--- config.mk ---
export PLATFORM = sky130hd
export DESIGN_NAME = periodic_timer_slot_bank
export DESIGN_NICKNAME = d
export VERILOG_FILES = /design/src/design/ptsb_pkg.sv /design/src/design/ptsb_fifo.sv /design/src/design/ptsb_div.sv /design/src/design/ptsb_back.sv /design/src/design/periodic_timer_slot_bank.sv
export SDC_FILE = /design/constraint.sdc
export NUM_CORES = 2
export LEC_CHECK = 0
export BUFFER_PORTS_ARGS = -buffer_cell sky130_fd_sc_hd__buf_2
export CAP_MARGIN = 15
export CELL_PAD_IN_SITES_DETAIL_PLACEMENT = 1
export CELL_PAD_IN_SITES_GLOBAL_PLACEMENT = 1
export CORE_MARGIN = 2
export CORE_UTILIZATION = 53
export DETAILED_ROUTE_END_ITERATION = 8
export MAX_ROUTING_LAYER = met4
export PLACE_DENSITY_LB_ADDON = 0.25
export SLEW_MARGIN = 20
export SYNTH_ARGS = -nofsm -noshare
export SYNTH_HDL_FRONTEND = slang
export SYNTH_SLANG_ARGS = --single-unit
export TNS_END_PERCENT = 5
--- constraint.sdc ---
create_clock -name clk -period 14.51 [get_ports clk]
set_input_delay 3.6275 -clock clk [delete_from_list [all_inputs] [get_ports clk]]
set_output_delay 3.6275 -clock clk [all_outputs]
set_load 0.02 [all_outputs]
--- src/design/ptsb_pkg.sv ---
`default_nettype none
package ptsb_pkg;

  typedef enum logic [1:0] {
    ACT_CREATE = 2'd0,
    ACT_DELETE = 2'd1,
    ACT_TICK   = 2'd2,
    ACT_QUERY  = 2'd3
  } action_t;

  typedef enum logic [2:0] {
    KIND_CREATE = 3'd0,
    KIND_DELETE = 3'd1,
    KIND_FIRED  = 3'd2,
    KIND_DONE   = 3'd3,
    KIND_QUERY  = 3'd4
  } kind_t;

  localparam logic [31:0] DEFAULT_INTERVAL_US = 32'd1000;

  // command handed from the front part to the back part
  typedef struct packed {
    action_t     action;
    logic [31:0] interval_us;
    logic        repeat_req;
    logic [5:0]  slot;
    logic [31:0] dt_us;
  } cmd_t;

  // one result item
  typedef struct packed {
    logic        last;
    logic        slot_repeat;
    logic [31:0] slot_elapsed;
    logic [31:0] slot_interval;
    logic        ended;
    logic [7:0]  fire_count;
    logic [5:0]  slot_no;
    logic        ok;
    kind_t       kind;
  } res_t;

  typedef enum logic [2:0] {
    ST_IDLE,
    ST_SCAN,
    ST_DIV,
    ST_EMIT,
    ST_DONE
  } state_t;

endpackage
`default_nettype wire

--- src/design/ptsb_fifo.sv ---
`default_nettype none
module ptsb_fifo (
  input  wire logic          clk,
  input  wire logic          rst,
  input  wire logic          in_valid,
  output logic               in_ready,
  input  wire ptsb_pkg::cmd_t in_cmd,
  output logic               out_valid,
  input  wire logic          out_ready,
  output ptsb_pkg::cmd_t     out_cmd
);
  import ptsb_pkg::*;

  cmd_t       mem [2];
  logic       wr_ptr;
  logic       rd_ptr;
  logic [1:0] count;

  assign in_ready  = (count != 2'd2);
  assign out_valid = (count != 2'd0);
  assign out_cmd   = mem[rd_ptr];

  // store on write, advance pointers per transaction
  always_ff @(posedge clk) begin
    if (in_valid && in_ready) begin
      mem[wr_ptr] <= in_cmd;
    end
    if (rst) begin
      wr_ptr <= 1'b0;
      rd_ptr <= 1'b0;
      count  <= 2'd0;
    end else begin
      if (in_valid && in_ready) wr_ptr <= ~wr_ptr;
      if (out_valid && out_ready) rd_ptr <= ~rd_ptr;
      count <= count + 2'(in_valid && in_ready) - 2'(out_valid && out_ready);
    end
  end

  a_count_max: assert property (@(posedge clk) disable iff (rst) count <= 2'd2)
    else $error("queue overfilled");
endmodule
`default_nettype wire

--- src/design/ptsb_div.sv ---
`default_nettype none
// restoring divider, one quotient bit per cycle
module ptsb_div (
  input  wire logic        clk,
  input  wire logic        rst,
  input  wire logic        start,
  input  wire logic [31:0] dividend,
  input  wire logic [31:0] divisor,
  output logic             busy,
  output logic [31:0]      quotient,
  output logic [31:0]      remainder
);
  logic [5:0]  cnt;
  logic [31:0] divisor_r;
  logic [33:0] trial;

  // the shifted partial remainder can reach 33 bits, so keep a sign bit above it
  assign trial = {1'b0, remainder, quotient[31]} - {2'b00, divisor_r};

  always_ff @(posedge clk) begin
    if (rst) begin
      busy <= 1'b0;
      cnt  <= 6'd0;
    end else if (start) begin
      busy      <= 1'b1;
      cnt       <= 6'd32;
      quotient  <= dividend;
      remainder <= 32'd0;
      divisor_r <= divisor;
    end else if (busy) begin
      // shift in one bit, subtract when it fits
      if (!trial[33]) begin
        remainder <= trial[31:0];
        quotient  <= {quotient[30:0], 1'b1};
      end else begin
        remainder <= {remainder[30:0], quotient[31]};
        quotient  <= {quotient[30:0], 1'b0};
      end
      cnt <= cnt - 6'd1;
      if (cnt == 6'd1) busy <= 1'b0;
    end
  end

  a_cnt: assert property (@(posedge clk) disable iff (rst) busy |-> cnt != 6'd0)
    else $error("divider count lost");
endmodule
`default_nettype wire

--- src/design/ptsb_back.sv ---
`default_nettype none
module ptsb_back #(
  parameter int SLOTS = 16
) (
  input  wire logic           clk,
  input  wire logic           rst,
  input  wire logic           cmd_valid,
  output logic                cmd_ready,
  input  wire ptsb_pkg::cmd_t cmd,
  output logic                res_valid,
  input  wire logic           res_ready,
  output ptsb_pkg::res_t      res
);
  import ptsb_pkg::*;
  localparam int IW = (SLOTS > 1) ? $clog2(SLOTS) : 1;

  logic [SLOTS-1:0] used;
  logic             periodic [SLOTS];
  logic [31:0]      period   [SLOTS];
  logic [31:0]      accum    [SLOTS];

  state_t      state, state_next;
  logic [31:0] cur_dt;
  logic [IW:0] idx;
  logic [IW-1:0] ix;
  logic [31:0] acc_sat;
  logic [32:0] sum;
  logic        div_start, div_busy;
  logic [31:0] quo, rem;
  res_t        res_next;
  logic        load_res;
  logic [IW-1:0] free_ix;
  logic        free_hit;
  logic        sl_hit;
  logic [IW-1:0] sl_ix;

  assign ix    = idx[IW-1:0];
  assign sum   = {1'b0, accum[ix]} + {1'b0, cur_dt};
  assign acc_sat = sum[32] ? 32'hFFFF_FFFF : sum[31:0];
  assign sl_ix = cmd.slot[IW-1:0];
  assign sl_hit = ({26'd0, cmd.slot} < 32'(SLOTS)) && used[sl_ix];

  // lowest free slot
  always_comb begin
    free_ix  = '0;
    free_hit = 1'b0;
    for (int i = SLOTS - 1; i >= 0; i--) begin
      if (!used[i]) begin
        free_ix  = IW'(i);
        free_hit = 1'b1;
      end
    end
  end

  assign cmd_ready = (state == ST_IDLE) && !res_valid;

  ptsb_div u_div (
    .clk(clk), .rst(rst), .start(div_start), .dividend(acc_sat),
    .divisor(period[ix]), .busy(div_busy), .quotient(quo), .remainder(rem)
  );

  // next state and result
  always_comb begin
    state_next = state;
    res_next   = '0;
    res_next.ok = 1'b1;
    load_res   = 1'b0;
    div_start  = 1'b0;
    case (state)
      ST_IDLE: begin
        if (cmd_valid && cmd_ready) begin
          res_next.last = 1'b1;
          case (cmd.action)
            ACT_CREATE: begin
              res_next.kind    = KIND_CREATE;
              res_next.ok      = free_hit;
              res_next.slot_no = free_hit ? 6'(free_ix) : 6'd0;
              load_res = 1'b1;
            end
            ACT_DELETE: begin
              res_next.kind    = KIND_DELETE;
              res_next.ok      = sl_hit;
              res_next.slot_no = cmd.slot;
              load_res = 1'b1;
            end
            ACT_QUERY: begin
              res_next.kind    = KIND_QUERY;
              res_next.ok      = sl_hit;
              res_next.slot_no = cmd.slot;
              if (sl_hit) begin
                res_next.slot_interval = period[sl_ix];
                res_next.slot_elapsed  = accum[sl_ix];
                res_next.slot_repeat   = periodic[sl_ix];
              end
              load_res = 1'b1;
            end
            ACT_TICK: state_next = ST_SCAN;
            default: ;
          endcase
        end
      end
      ST_SCAN: begin
        if (!res_valid) begin
          if (idx == (IW+1)'(SLOTS)) begin
            state_next = ST_DONE;
          end else if (used[ix] && acc_sat >= period[ix]) begin
            if (periodic[ix]) begin
              div_start  = 1'b1;
              state_next = ST_DIV;
            end else begin
              res_next.kind       = KIND_FIRED;
              res_next.slot_no    = 6'(idx);
              res_next.fire_count = 8'd1;
              res_next.ended      = 1'b1;
              load_res = 1'b1;
            end
          end
        end
      end
      ST_DIV: if (!div_busy && !div_start) state_next = ST_EMIT;
      ST_EMIT: begin
        res_next.kind       = KIND_FIRED;
        res_next.slot_no    = 6'(idx);
        res_next.fire_count = (quo > 32'd255) ? 8'd255 : quo[7:0];
        load_res   = 1'b1;
        state_next = ST_SCAN;
      end
      ST_DONE: begin
        if (!res_valid) begin
          res_next.kind = KIND_DONE;
          res_next.last = 1'b1;
          load_res   = 1'b1;
          state_next = ST_IDLE;
        end
      end
      default: state_next = ST_IDLE;
    endcase
  end

  always_ff @(posedge clk) begin
    if (rst) state <= ST_IDLE;
    else     state <= state_next;
  end

  // slot table and walk index
  always_ff @(posedge clk) begin
    if (load_res) res <= res_next;
    if (state == ST_IDLE && cmd_valid && cmd_ready) begin
      cur_dt <= cmd.dt_us;
      idx <= '0;
      if (cmd.action == ACT_CREATE && free_hit) begin
        periodic[free_ix] <= cmd.repeat_req;
        period[free_ix]   <= (cmd.interval_us == 32'd0) ? DEFAULT_INTERVAL_US
                                                        : cmd.interval_us;
        accum[free_ix]    <= 32'd0;
      end
    end
    if (state == ST_SCAN && !res_valid && idx != (IW+1)'(SLOTS)) begin
      if (used[ix]) begin
        if (acc_sat < period[ix]) accum[ix] <= acc_sat;
        else if (!periodic[ix])  accum[ix] <= acc_sat - period[ix];
      end
      if (!(used[ix] && acc_sat >= period[ix] && periodic[ix])) idx <= idx + 1'b1;
    end
    if (state == ST_EMIT) begin
      accum[ix] <= rem;
      idx <= idx + 1'b1;
    end
    if (rst) begin
      used      <= '0;
      res_valid <= 1'b0;
    end else begin
      if (load_res) res_valid <= 1'b1;
      else if (res_valid && res_ready) res_valid <= 1'b0;
      if (state == ST_IDLE && cmd_valid && cmd_ready) begin
        if (cmd.action == ACT_CREATE && free_hit) used[free_ix] <= 1'b1;
        if (cmd.action == ACT_DELETE && sl_hit) used[sl_ix] <= 1'b0;
      end
      if (state == ST_SCAN && !res_valid && idx != (IW+1)'(SLOTS) && used[ix]
          && acc_sat >= period[ix] && !periodic[ix]) used[ix] <= 1'b0;
    end
  end

  a_no_overwrite: assert property (@(posedge clk) disable iff (rst)
    res_valid && !res_ready |=> res_valid)
    else $error("result dropped");
  a_accept_idle: assert property (@(posedge clk) disable iff (rst)
    cmd_ready |-> state == ST_IDLE)
    else $error("command taken mid tick");
  a_div_scope: assert property (@(posedge clk) disable iff (rst)
    div_busy |-> state == ST_DIV)
    else $error("divider busy outside division");
endmodule
`default_nettype wire

--- src/design/periodic_timer_slot_bank.sv ---
// periodic_timer_slot_bank: a bank of SLOTS microsecond timer slots.
// Slave channel s_axis_*: one command per transaction (create, delete,
// tick, query). Master channel m_axis_*: result transactions; tlast marks
// the final result of a command. A two-entry command queue decouples the
// front from the slot engine, which handles one command at a time.
// Create, delete and query: the command is registered in the queue,
// then the engine registers the result.
// A tick walks all slots, one slot per cycle while no result waits; a
// one-shot that fires emits a result, and a periodic slot that fires
// first runs the bit-serial divider to count its firings. After the
// walk a done result closes the tick.
// Reset empties the queue and marks every slot free; no clearing pass.
// When the receiver stalls, the result register holds and the engine
// waits; the queue keeps accepting until it holds two commands.
`default_nettype none
module periodic_timer_slot_bank #(
  parameter int SLOTS = 16
) (
  input  wire logic        clk,
  input  wire logic        rst,
  input  wire logic        s_axis_tvalid,
  output logic             s_axis_tready,
  // tdata: action[1:0], interval_us[33:2], repeat_req[34], slot[40:35],
  // dt_us[72:41], zero fill to 80 bits
  input  wire logic [79:0] s_axis_tdata,
  output logic             m_axis_tvalid,
  input  wire logic        m_axis_tready,
  // tdata: kind[2:0], ok[3], slot_no[9:4], fire_count[17:10], ended[18],
  // slot_interval[50:19], slot_elapsed[82:51], slot_repeat[83], zero to 88
  output logic [87:0]      m_axis_tdata,
  output logic             m_axis_tlast
);
  import ptsb_pkg::*;

  cmd_t in_cmd, q_cmd;
  logic q_valid, q_ready;
  res_t res;

  // unpack the incoming command
  assign in_cmd.action      = action_t'(s_axis_tdata[1:0]);
  assign in_cmd.interval_us = s_axis_tdata[33:2];
  assign in_cmd.repeat_req  = s_axis_tdata[34];
  assign in_cmd.slot        = s_axis_tdata[40:35];
  assign in_cmd.dt_us       = s_axis_tdata[72:41];

  ptsb_fifo u_fifo (
    .clk(clk), .rst(rst), .in_valid(s_axis_tvalid), .in_ready(s_axis_tready),
    .in_cmd(in_cmd), .out_valid(q_valid), .out_ready(q_ready), .out_cmd(q_cmd)
  );

  ptsb_back #(.SLOTS(SLOTS)) u_back (
    .clk(clk), .rst(rst), .cmd_valid(q_valid), .cmd_ready(q_ready), .cmd(q_cmd),
    .res_valid(m_axis_tvalid), .res_ready(m_axis_tready), .res(res)
  );

  // pack the result
  assign m_axis_tdata = {4'd0, res.slot_repeat, res.slot_elapsed, res.slot_interval,
                         res.ended, res.fire_count, res.slot_no, res.ok, res.kind};
  assign m_axis_tlast = res.last;

  a_last_done: assert property (@(posedge clk) disable iff (rst)
    m_axis_tvalid && m_axis_tdata[2:0] == KIND_FIRED |-> !m_axis_tlast)
    else $error("fired result marked last");
endmodule
`default_nettype wire
### Word level (Yosys, flattened, before mapping)

Memories as Yosys holds them, arrays and structs flattened. A register that Yosys moved wholly into a read port is not among the register bits.
Cells that the tools add are included.
Widths: inputs -> output; s select.

| word-level totals | value |
|---|---|
| flip-flop bits (word level) | 249 |
| RAM bits | 1186 |
| bits of input ports | 84 |
| output and inout bits | 91 |
| memories kept | 4 |

| cells by class | value |
|---|---|
| $add $sub $neg | 7 |
| magnitude comparators | 10 |
| equality and inequality tests | 18 |
| muxes and demuxes | 131 |
| bitwise logic cells | 12 |
| reduce and logical (&&, ||, !) cells | 36 |

Memories:

| memory | words | width | rd ports | clocked after memory_dff | wr ports | RTL line | text |
|---|---|---|---|---|---|---|---|
| u_back.accum | 16 | 32 | 2 | 1 | 1 | ptsb_back.sv:20 | `logic [31:0] accum [SLOTS];` |
| u_back.period | 16 | 32 | 2 | 1 | 1 | ptsb_back.sv:19 | `logic [31:0] period [SLOTS];` |
| u_fifo.mem | 2 | 73 | 1 | 1 | 1 | ptsb_fifo.sv:14 | `cmd_t mem [2];` |
| u_back.periodic | 16 | 1 | 2 | 1 | 1 | ptsb_back.sv:18 | `logic periodic [SLOTS];` |

Operators by type and width:

| cell | number |
|---|---|
| $mux 32 | 9 |
| $mux 65 | 2 |
| $mux 16 | 7 |
| $mux 4 | 18 |
| $mux 66 | 1 |
| $mux 1 | 57 |
| $mux 14 | 3 |
| $sub 33x32->34 | 1 |
| $add 32x32->33 | 1 |
| $mux 3 | 11 |
| $and 16x16->16 | 2 |
| $ge 32x32->1 | 1 |
| $gt 32x8->1 const B | 1 |
| $logic_not 32->1 | 1 |
| $lt 32x32->1 | 1 |
| $not 16->16 | 2 |
| $reduce_or 32->1 | 1 |
| $sub 32x32->32 | 1 |
| $pmux 10 s3 | 1 |
| $mux 5 | 4 |
| $logic_and 1x1->1 | 19 |
| $pmux 6 s3 | 1 |
| $or 16x16->16 | 1 |
| $pmux 8 s2 | 1 |
| other kinds (41) | 67 |

### Logic depth before layout (Yosys ltp)

| logic depth | value |
|---|---|
| depth in word-level cells | 30 |
| mapped depth | 32 |
| depth with buffers taken out | 25 |

### Modules after synthesis

From an unflattened synthesis, not the netlist that was laid out.

| second synthesis, totals | value |
|---|---|
| cells, all modules | 3878 |
| area, all modules | 68859.8 µm² |

Modules (own cells, without submodules):

| module | times used | cells each | area each (µm²) | seq. area each (µm²) |
|---|---|---|---|---|
| ptsb_back | 1 | 3057 | 57232.4 | 35243.8 |
| ptsb_div | 1 | 560 | 6063.3 | 3022.9 |
| ptsb_fifo | 1 | 256 | 5530.3 | 4484.3 |
| periodic_timer_slot_bank | 1 | 5 | 33.8 | 0.0 |

### Worst setup path after synthesis

Ideal clock, no wire load.

| timing | value |
|---|---|
| path kind | reg2reg |
| start | register u_back.idx[0] |
| end | register, netlist name u_back.res[0] |
| setup time | 1.296 ns |
| arrival time | 9.882 ns |
| required time | 13.214 ns |
| path slack | 3.332 ns |
| stages on the path, launching flop included | 32 |
| path buffers | 9 |
| clock period less this slack | 11.178 ns |
| path through | dfxtp_1 > buf_4 > buf_1 > clkbuf_1 > buf_1 > mux4_2 > mux4_2 > ha_1 > fa_1 > a211oi_1 > o211ai_1 > nand3_1 > a21o_1 > and3_1 > clkbuf_1 > clkbuf_1 > buf_1 > nand2_1 > ha_1 > clkbuf_1 > a21o_1 > a21o_1 > a21oi_1 > o21ai_0 > a41oi_1 > o21a_1 > nand3_1 > and2_1 > buf_2 > nand2b_1 > nor2b_1 > o21ai_0 |

| between the ends | value |
|---|---|
| word-level cells in the longest chain between the ends | 7 |

RTL lines:

| element | RTL line | text |
|---|---|---|
| start: declaration | ptsb_back.sv:24 | `logic [IW:0] idx;` |
| start signal: assignment | ptsb_back.sv:163 | `if (!(used[ix] && acc_sat >= period[ix] && periodic[ix])) idx <= idx + 1'b1;` |
| start signal: assignment | ptsb_back.sv:167 | `idx <= idx + 1'b1;` |
| $bmux 1 s4 | ptsb_back.sv:106 | `end else if (used[ix] && acc_sat >= period[ix]) begin` |
| $mux 1 (implied by the code) | ptsb_back.sv:106 |  |
| $logic_and 1x1->1 | ptsb_back.sv:106 |  |
| $mux 1 | ptsb_back.sv:106 |  |
| $mux 1 (*) | ptsb_back.sv:104 | `if (idx == (IW+1)'(SLOTS)) begin` |
| $mux 1 (*) | ptsb_back.sv:103 | `if (!res_valid) begin` |
| $pmux 1 s4 (*) | ptsb_back.sv:69 | `case (state)` |
| named net u_back.load_res | ptsb_back.sv:31 | `logic load_res;` |

Mark *: on every way through the listed nets, which the timed path passes. The rest lies on a longest branch. The select of a mux whose other input is x is not followed.
A chain may end at the register's enable or synchronous reset.

### Final worst setup path

| timing | value |
|---|---|
| start | register u_back.idx[0] |
| end | register, netlist name u_back.res[51] |

| between the ends | value |
|---|---|
| word-level cells in the longest chain between the ends | 7 |

RTL lines:

| element | RTL line |
|---|---|
| $bmux 1 s4 | ptsb_back.sv:106 |
| $mux 1 (implied by the code) | ptsb_back.sv:106 |
| $logic_and 1x1->1 | ptsb_back.sv:106 |
| $mux 1 | ptsb_back.sv:106 |
| $mux 1 (*) | ptsb_back.sv:104 |
| $mux 1 (*) | ptsb_back.sv:103 |
| $pmux 1 s4 (*) | ptsb_back.sv:69 |
| named net u_back.load_res | ptsb_back.sv:31 |

Marked as above.

==> flow_summary.ini <==
[route]
ant_nets = 0
wl_um = 234000
routed.top_layer = met4
drtIter0Drc = 6416
vias_per_cell = 6.84
wl_met2_um = 113000
met3WireLength_um = 21600
num_vias = 50100
drc = 0
wl_per_cell_um = 31.9
met1_length_um = 90000
drt_first_pass_iters = 6

[yosys]
synthArstFlopShare = 0
synth_edf_count = 1399
yosysTopAreaCell = edfxtp_1
syn-mean-instance-area_um2 = 13.0
ys_warn_count = 0
ys_seq_area_frac = 0.613
syn_inst = 5363
ys_ff_latch = 1436
synthTopCellsByArea = edfxtp_1, mux4_2, nand2_1, a311oi_1, nand3_1
yosysUniqueCellTypes = 91
synth_flop_cell = edfxtp_1
syn_area_um2 = 69800
synth_top_cell_area_share = 0.602

[clocking]
cts.repair.resized = 0
postCtsHoldBufs = 0
clock_latency_ps = 830
post_cts_buffers = 0
clockRootBuffer = clkbuf_16
cts-htree-levels = 4
cts_sinks = 1436
tritoncts = done
path_clk_slew_ps = 60
clockBufferDepth = 3
cts_buffers = 154

[grt]
grtUsageTotal = 0.356
grt_pass1_wl_um = 345000
grt_pass1_vias = 52200
antenna_found_initial = 11
grt_max_degree = 148
overflow = 0

[place]
place_inst = 7025
hpwlAfterDp_um = 141000
place_congestion = 0.952
postPlaceCellArea_um2 = 72600
buffer_ports.inserted = 163

[setup_path]
crit_top_cell = buf_4
slowest_stage = dfxtp_4
crit_buf_inv = 4
worstSetupStartpointType = register
critical_path.top_delay_family = simple AND/OR/NAND/NOR gates
cp.depth = 25
crit_type = reg2reg
end_kind = register
arrival_ps = 11140
worstPathMaxFanout = 44
rr_worst_depth = 25
critPathRequiredTime_ps = 14930
slowest_delay_ps = 910

[timing]
max_freq_mhz = 93.3
slew_headroom = 0.214
rsz0062_at_grt = false
clock_skew_ps = 39.8
tightest_slew_ps = 1170
drv_slew = 0
setup_viol = 0
hold_viol = 0
fin_setup_tns_ps = 0
fin_crit_sh = 0.738
period_needed_ps = 10710

[pwr]
ir_worst_vdd_mv = 0.147
powerDensity_nw_per_um2 = 197
p_leak_uw = 0.0262

[cells_and_area]
nets = 5616
final_area_um2 = 77800
syn_to_final_growth_pct = 11.5
instances_no_fill = 7318
nFillCells = 12800
drive_above_1_share = 0.178

[floorplanning]
rows = 133
dieArea_um2 = 135000
die_y_um = 367
start_util = 0.532
die_x_um = 367
io_pins = 175
core_um2 = 131000

[run_status]
status = finished clean

[hold_path]
hp-class = reg2reg
whs_path_depth = 2

[run]
maxCapViolCount = 0
final cells by class:
| class | count | area [um^2] | share of cell area |
|---|---|---|---|
| antenna | 8 | 20.0 | 0.000257 |
| clock buffer | 187 | 4060 | 0.0522 |
| clock inverter | 98 | 1020 | 0.0132 |
| inverter | 106 | 398 | 0.00511 |
| multi-input combinational | 3455 | 25600 | 0.329 |
| sequential | 1436 | 42800 | 0.550 |
| tap | 1755 | 2200 | 0.0282 |
| timing repair buffer | 273 | 1720 | 0.0221 |
worst paths after layout:
kind | slack, ps | start | endpoint
max | 3800 | u_back.idx[0]$_DFF_P_ | u_back.res[51]$_SDFFCE_PN0P_
min | 500 | u_back.u_div.cnt[0]$_SDFFE_PP0P_ | u_back.u_div.cnt[0]$_SDFFE_PP0P_
max reg2reg | 3800 | u_back.idx[0]$_DFF_P_ | u_back.res[51]$_SDFFCE_PN0P_
min reg2reg | 500 | u_back.u_div.cnt[0]$_SDFFE_PP0P_ | u_back.u_div.cnt[0]$_SDFFE_PP0P_
cells by family after synthesis:
family | synth area share
XOR/XNOR | 0.0108
other | 0.0000537
AO/OA/AOI/OAI | 0.0832
buffers and inverters | 0.0270
flip-flops | 0.613
multiplexers | 0.122
AND/OR/NAND/NOR | 0.125
adder cells (fa/ha/maj) | 0.0193
tightest hold or removal path: cells and delay by family (launching register included):
family,cells,cell delay [ps]
compound gates,1,60
flops,1,330
simple gates,1,70
cells in the final DEF, fill, tap and decap left out, types with 17 or more instances in the layout:
| master | synthesis | final |
|---|---|---|
| a311oi_1 | 198 | 198 |
| nor3_1 | 39 | 36 |
| a31oi_1 | 94 | 94 |
| clkinv_2 | 0 | 22 |
| xnor2_1 | 46 | 46 |
| edfxtp_1 | 1399 | 1399 |
| nor2_1 | 258 | 221 |
| o21ai_0 | 61 | 59 |
| nor2_4 | 0 | 28 |
| inv_1 | 106 | 106 |
| and3_1 | 143 | 142 |
| nand2_1 | 1168 | 1168 |
| o22ai_1 | 22 | 22 |
| mux2_2 | 72 | 70 |
| ha_1 | 103 | 103 |
| o21a_1 | 19 | 17 |
| clkbuf_16 | 0 | 158 |
| bufinv_16 | 0 | 17 |
| a211oi_1 | 83 | 78 |
| mux4_2 | 324 | 324 |
| a2111oi_0 | 17 | 17 |
| buf_2 | 23 | 163 |
| xor2_1 | 40 | 40 |
| nand4_1 | 18 | 18 |
| a21oi_1 | 153 | 150 |
| clkinv_1 | 0 | 38 |
| nand3_1 | 299 | 299 |
| nand2b_1 | 20 | 20 |
| mux2i_1 | 24 | 20 |
| dfxtp_1 | 37 | 32 |
| buf_4 | 11 | 104 |
| a21o_1 | 54 | 54 |
| clkbuf_1 | 261 | 29 |
stage by stage:
stage / worst slack, ps / util / hold WS (ps) / power, uW
after CTS: 3810 / 0.593 / 500 / 15200
after global placement: 3970 / 0.554 / 483 / 11100
after detailed placement: 3900 / 0.554 / 489 / 11200
final: 3800 / 0.593 / 500 / 15300
after global routing: 3260 / 0.593 / 538 / 16000
after floorplan: 3330 / - / 456 / 9320
registers in the layout, summed over array words and instances (netlist names), named ones only:
register	count
u_back.u_div.divisor_r	32
u_back.res	85
u_fifo.rd_ptr	1
u_back.state	3
u_fifo.mem	146
u_back.used	16
u_back.u_div.quotient	32
u_back.idx	5
u_back.period	512
u_back.res_valid	1
u_fifo.count	2
u_back.u_div.cnt	6
u_fifo.wr_ptr	1
u_back.accum	512
u_back.u_div.busy	1
u_back.cur_dt	32
u_back.u_div.remainder	32
u_back.periodic	16
metal layers:
metal | up-vias | track usage
met3 | 564 | 0.0581
met2 | 2883 | 0.565
li1 | 20700 | -
met4 | 0 | 0.129
met5 | - | -
met1 | 25900 | 0.468
synth_stat cells (all sizes together) (11+ instances only):
cell,count
a31oi,95
xnor2,46
nand3,299
a211oi,85
nand2b,20
dfxtp,37
and3,144
xor2,40
buf,108
a21oi,155
edfxtp,1399
o211ai,13
a21o,54
nor4,16
o21bai,11
nor2,259
a2111oi,17
inv,106
nor2b,14
and2,13
nand4,18
a311oi,199
o21ai,66
o21a,20
o22ai,22
nor3,40
mux4,329
mux2i,24
mux2,73
ha,103
nand2,1169
clkbuf,261
where the power goes:
| group | internal (uW) | total [uW] | switching (uW) |
|---|---|---|---|
| combinational | 2090 | 6140 | 4050 |
| clock | 2310 | 4010 | 1700 |
| sequential | 5000 | 5180 | 176 |
| total | 9400 | 15300 | 5930 |
(Power assumes the default switching activity.)
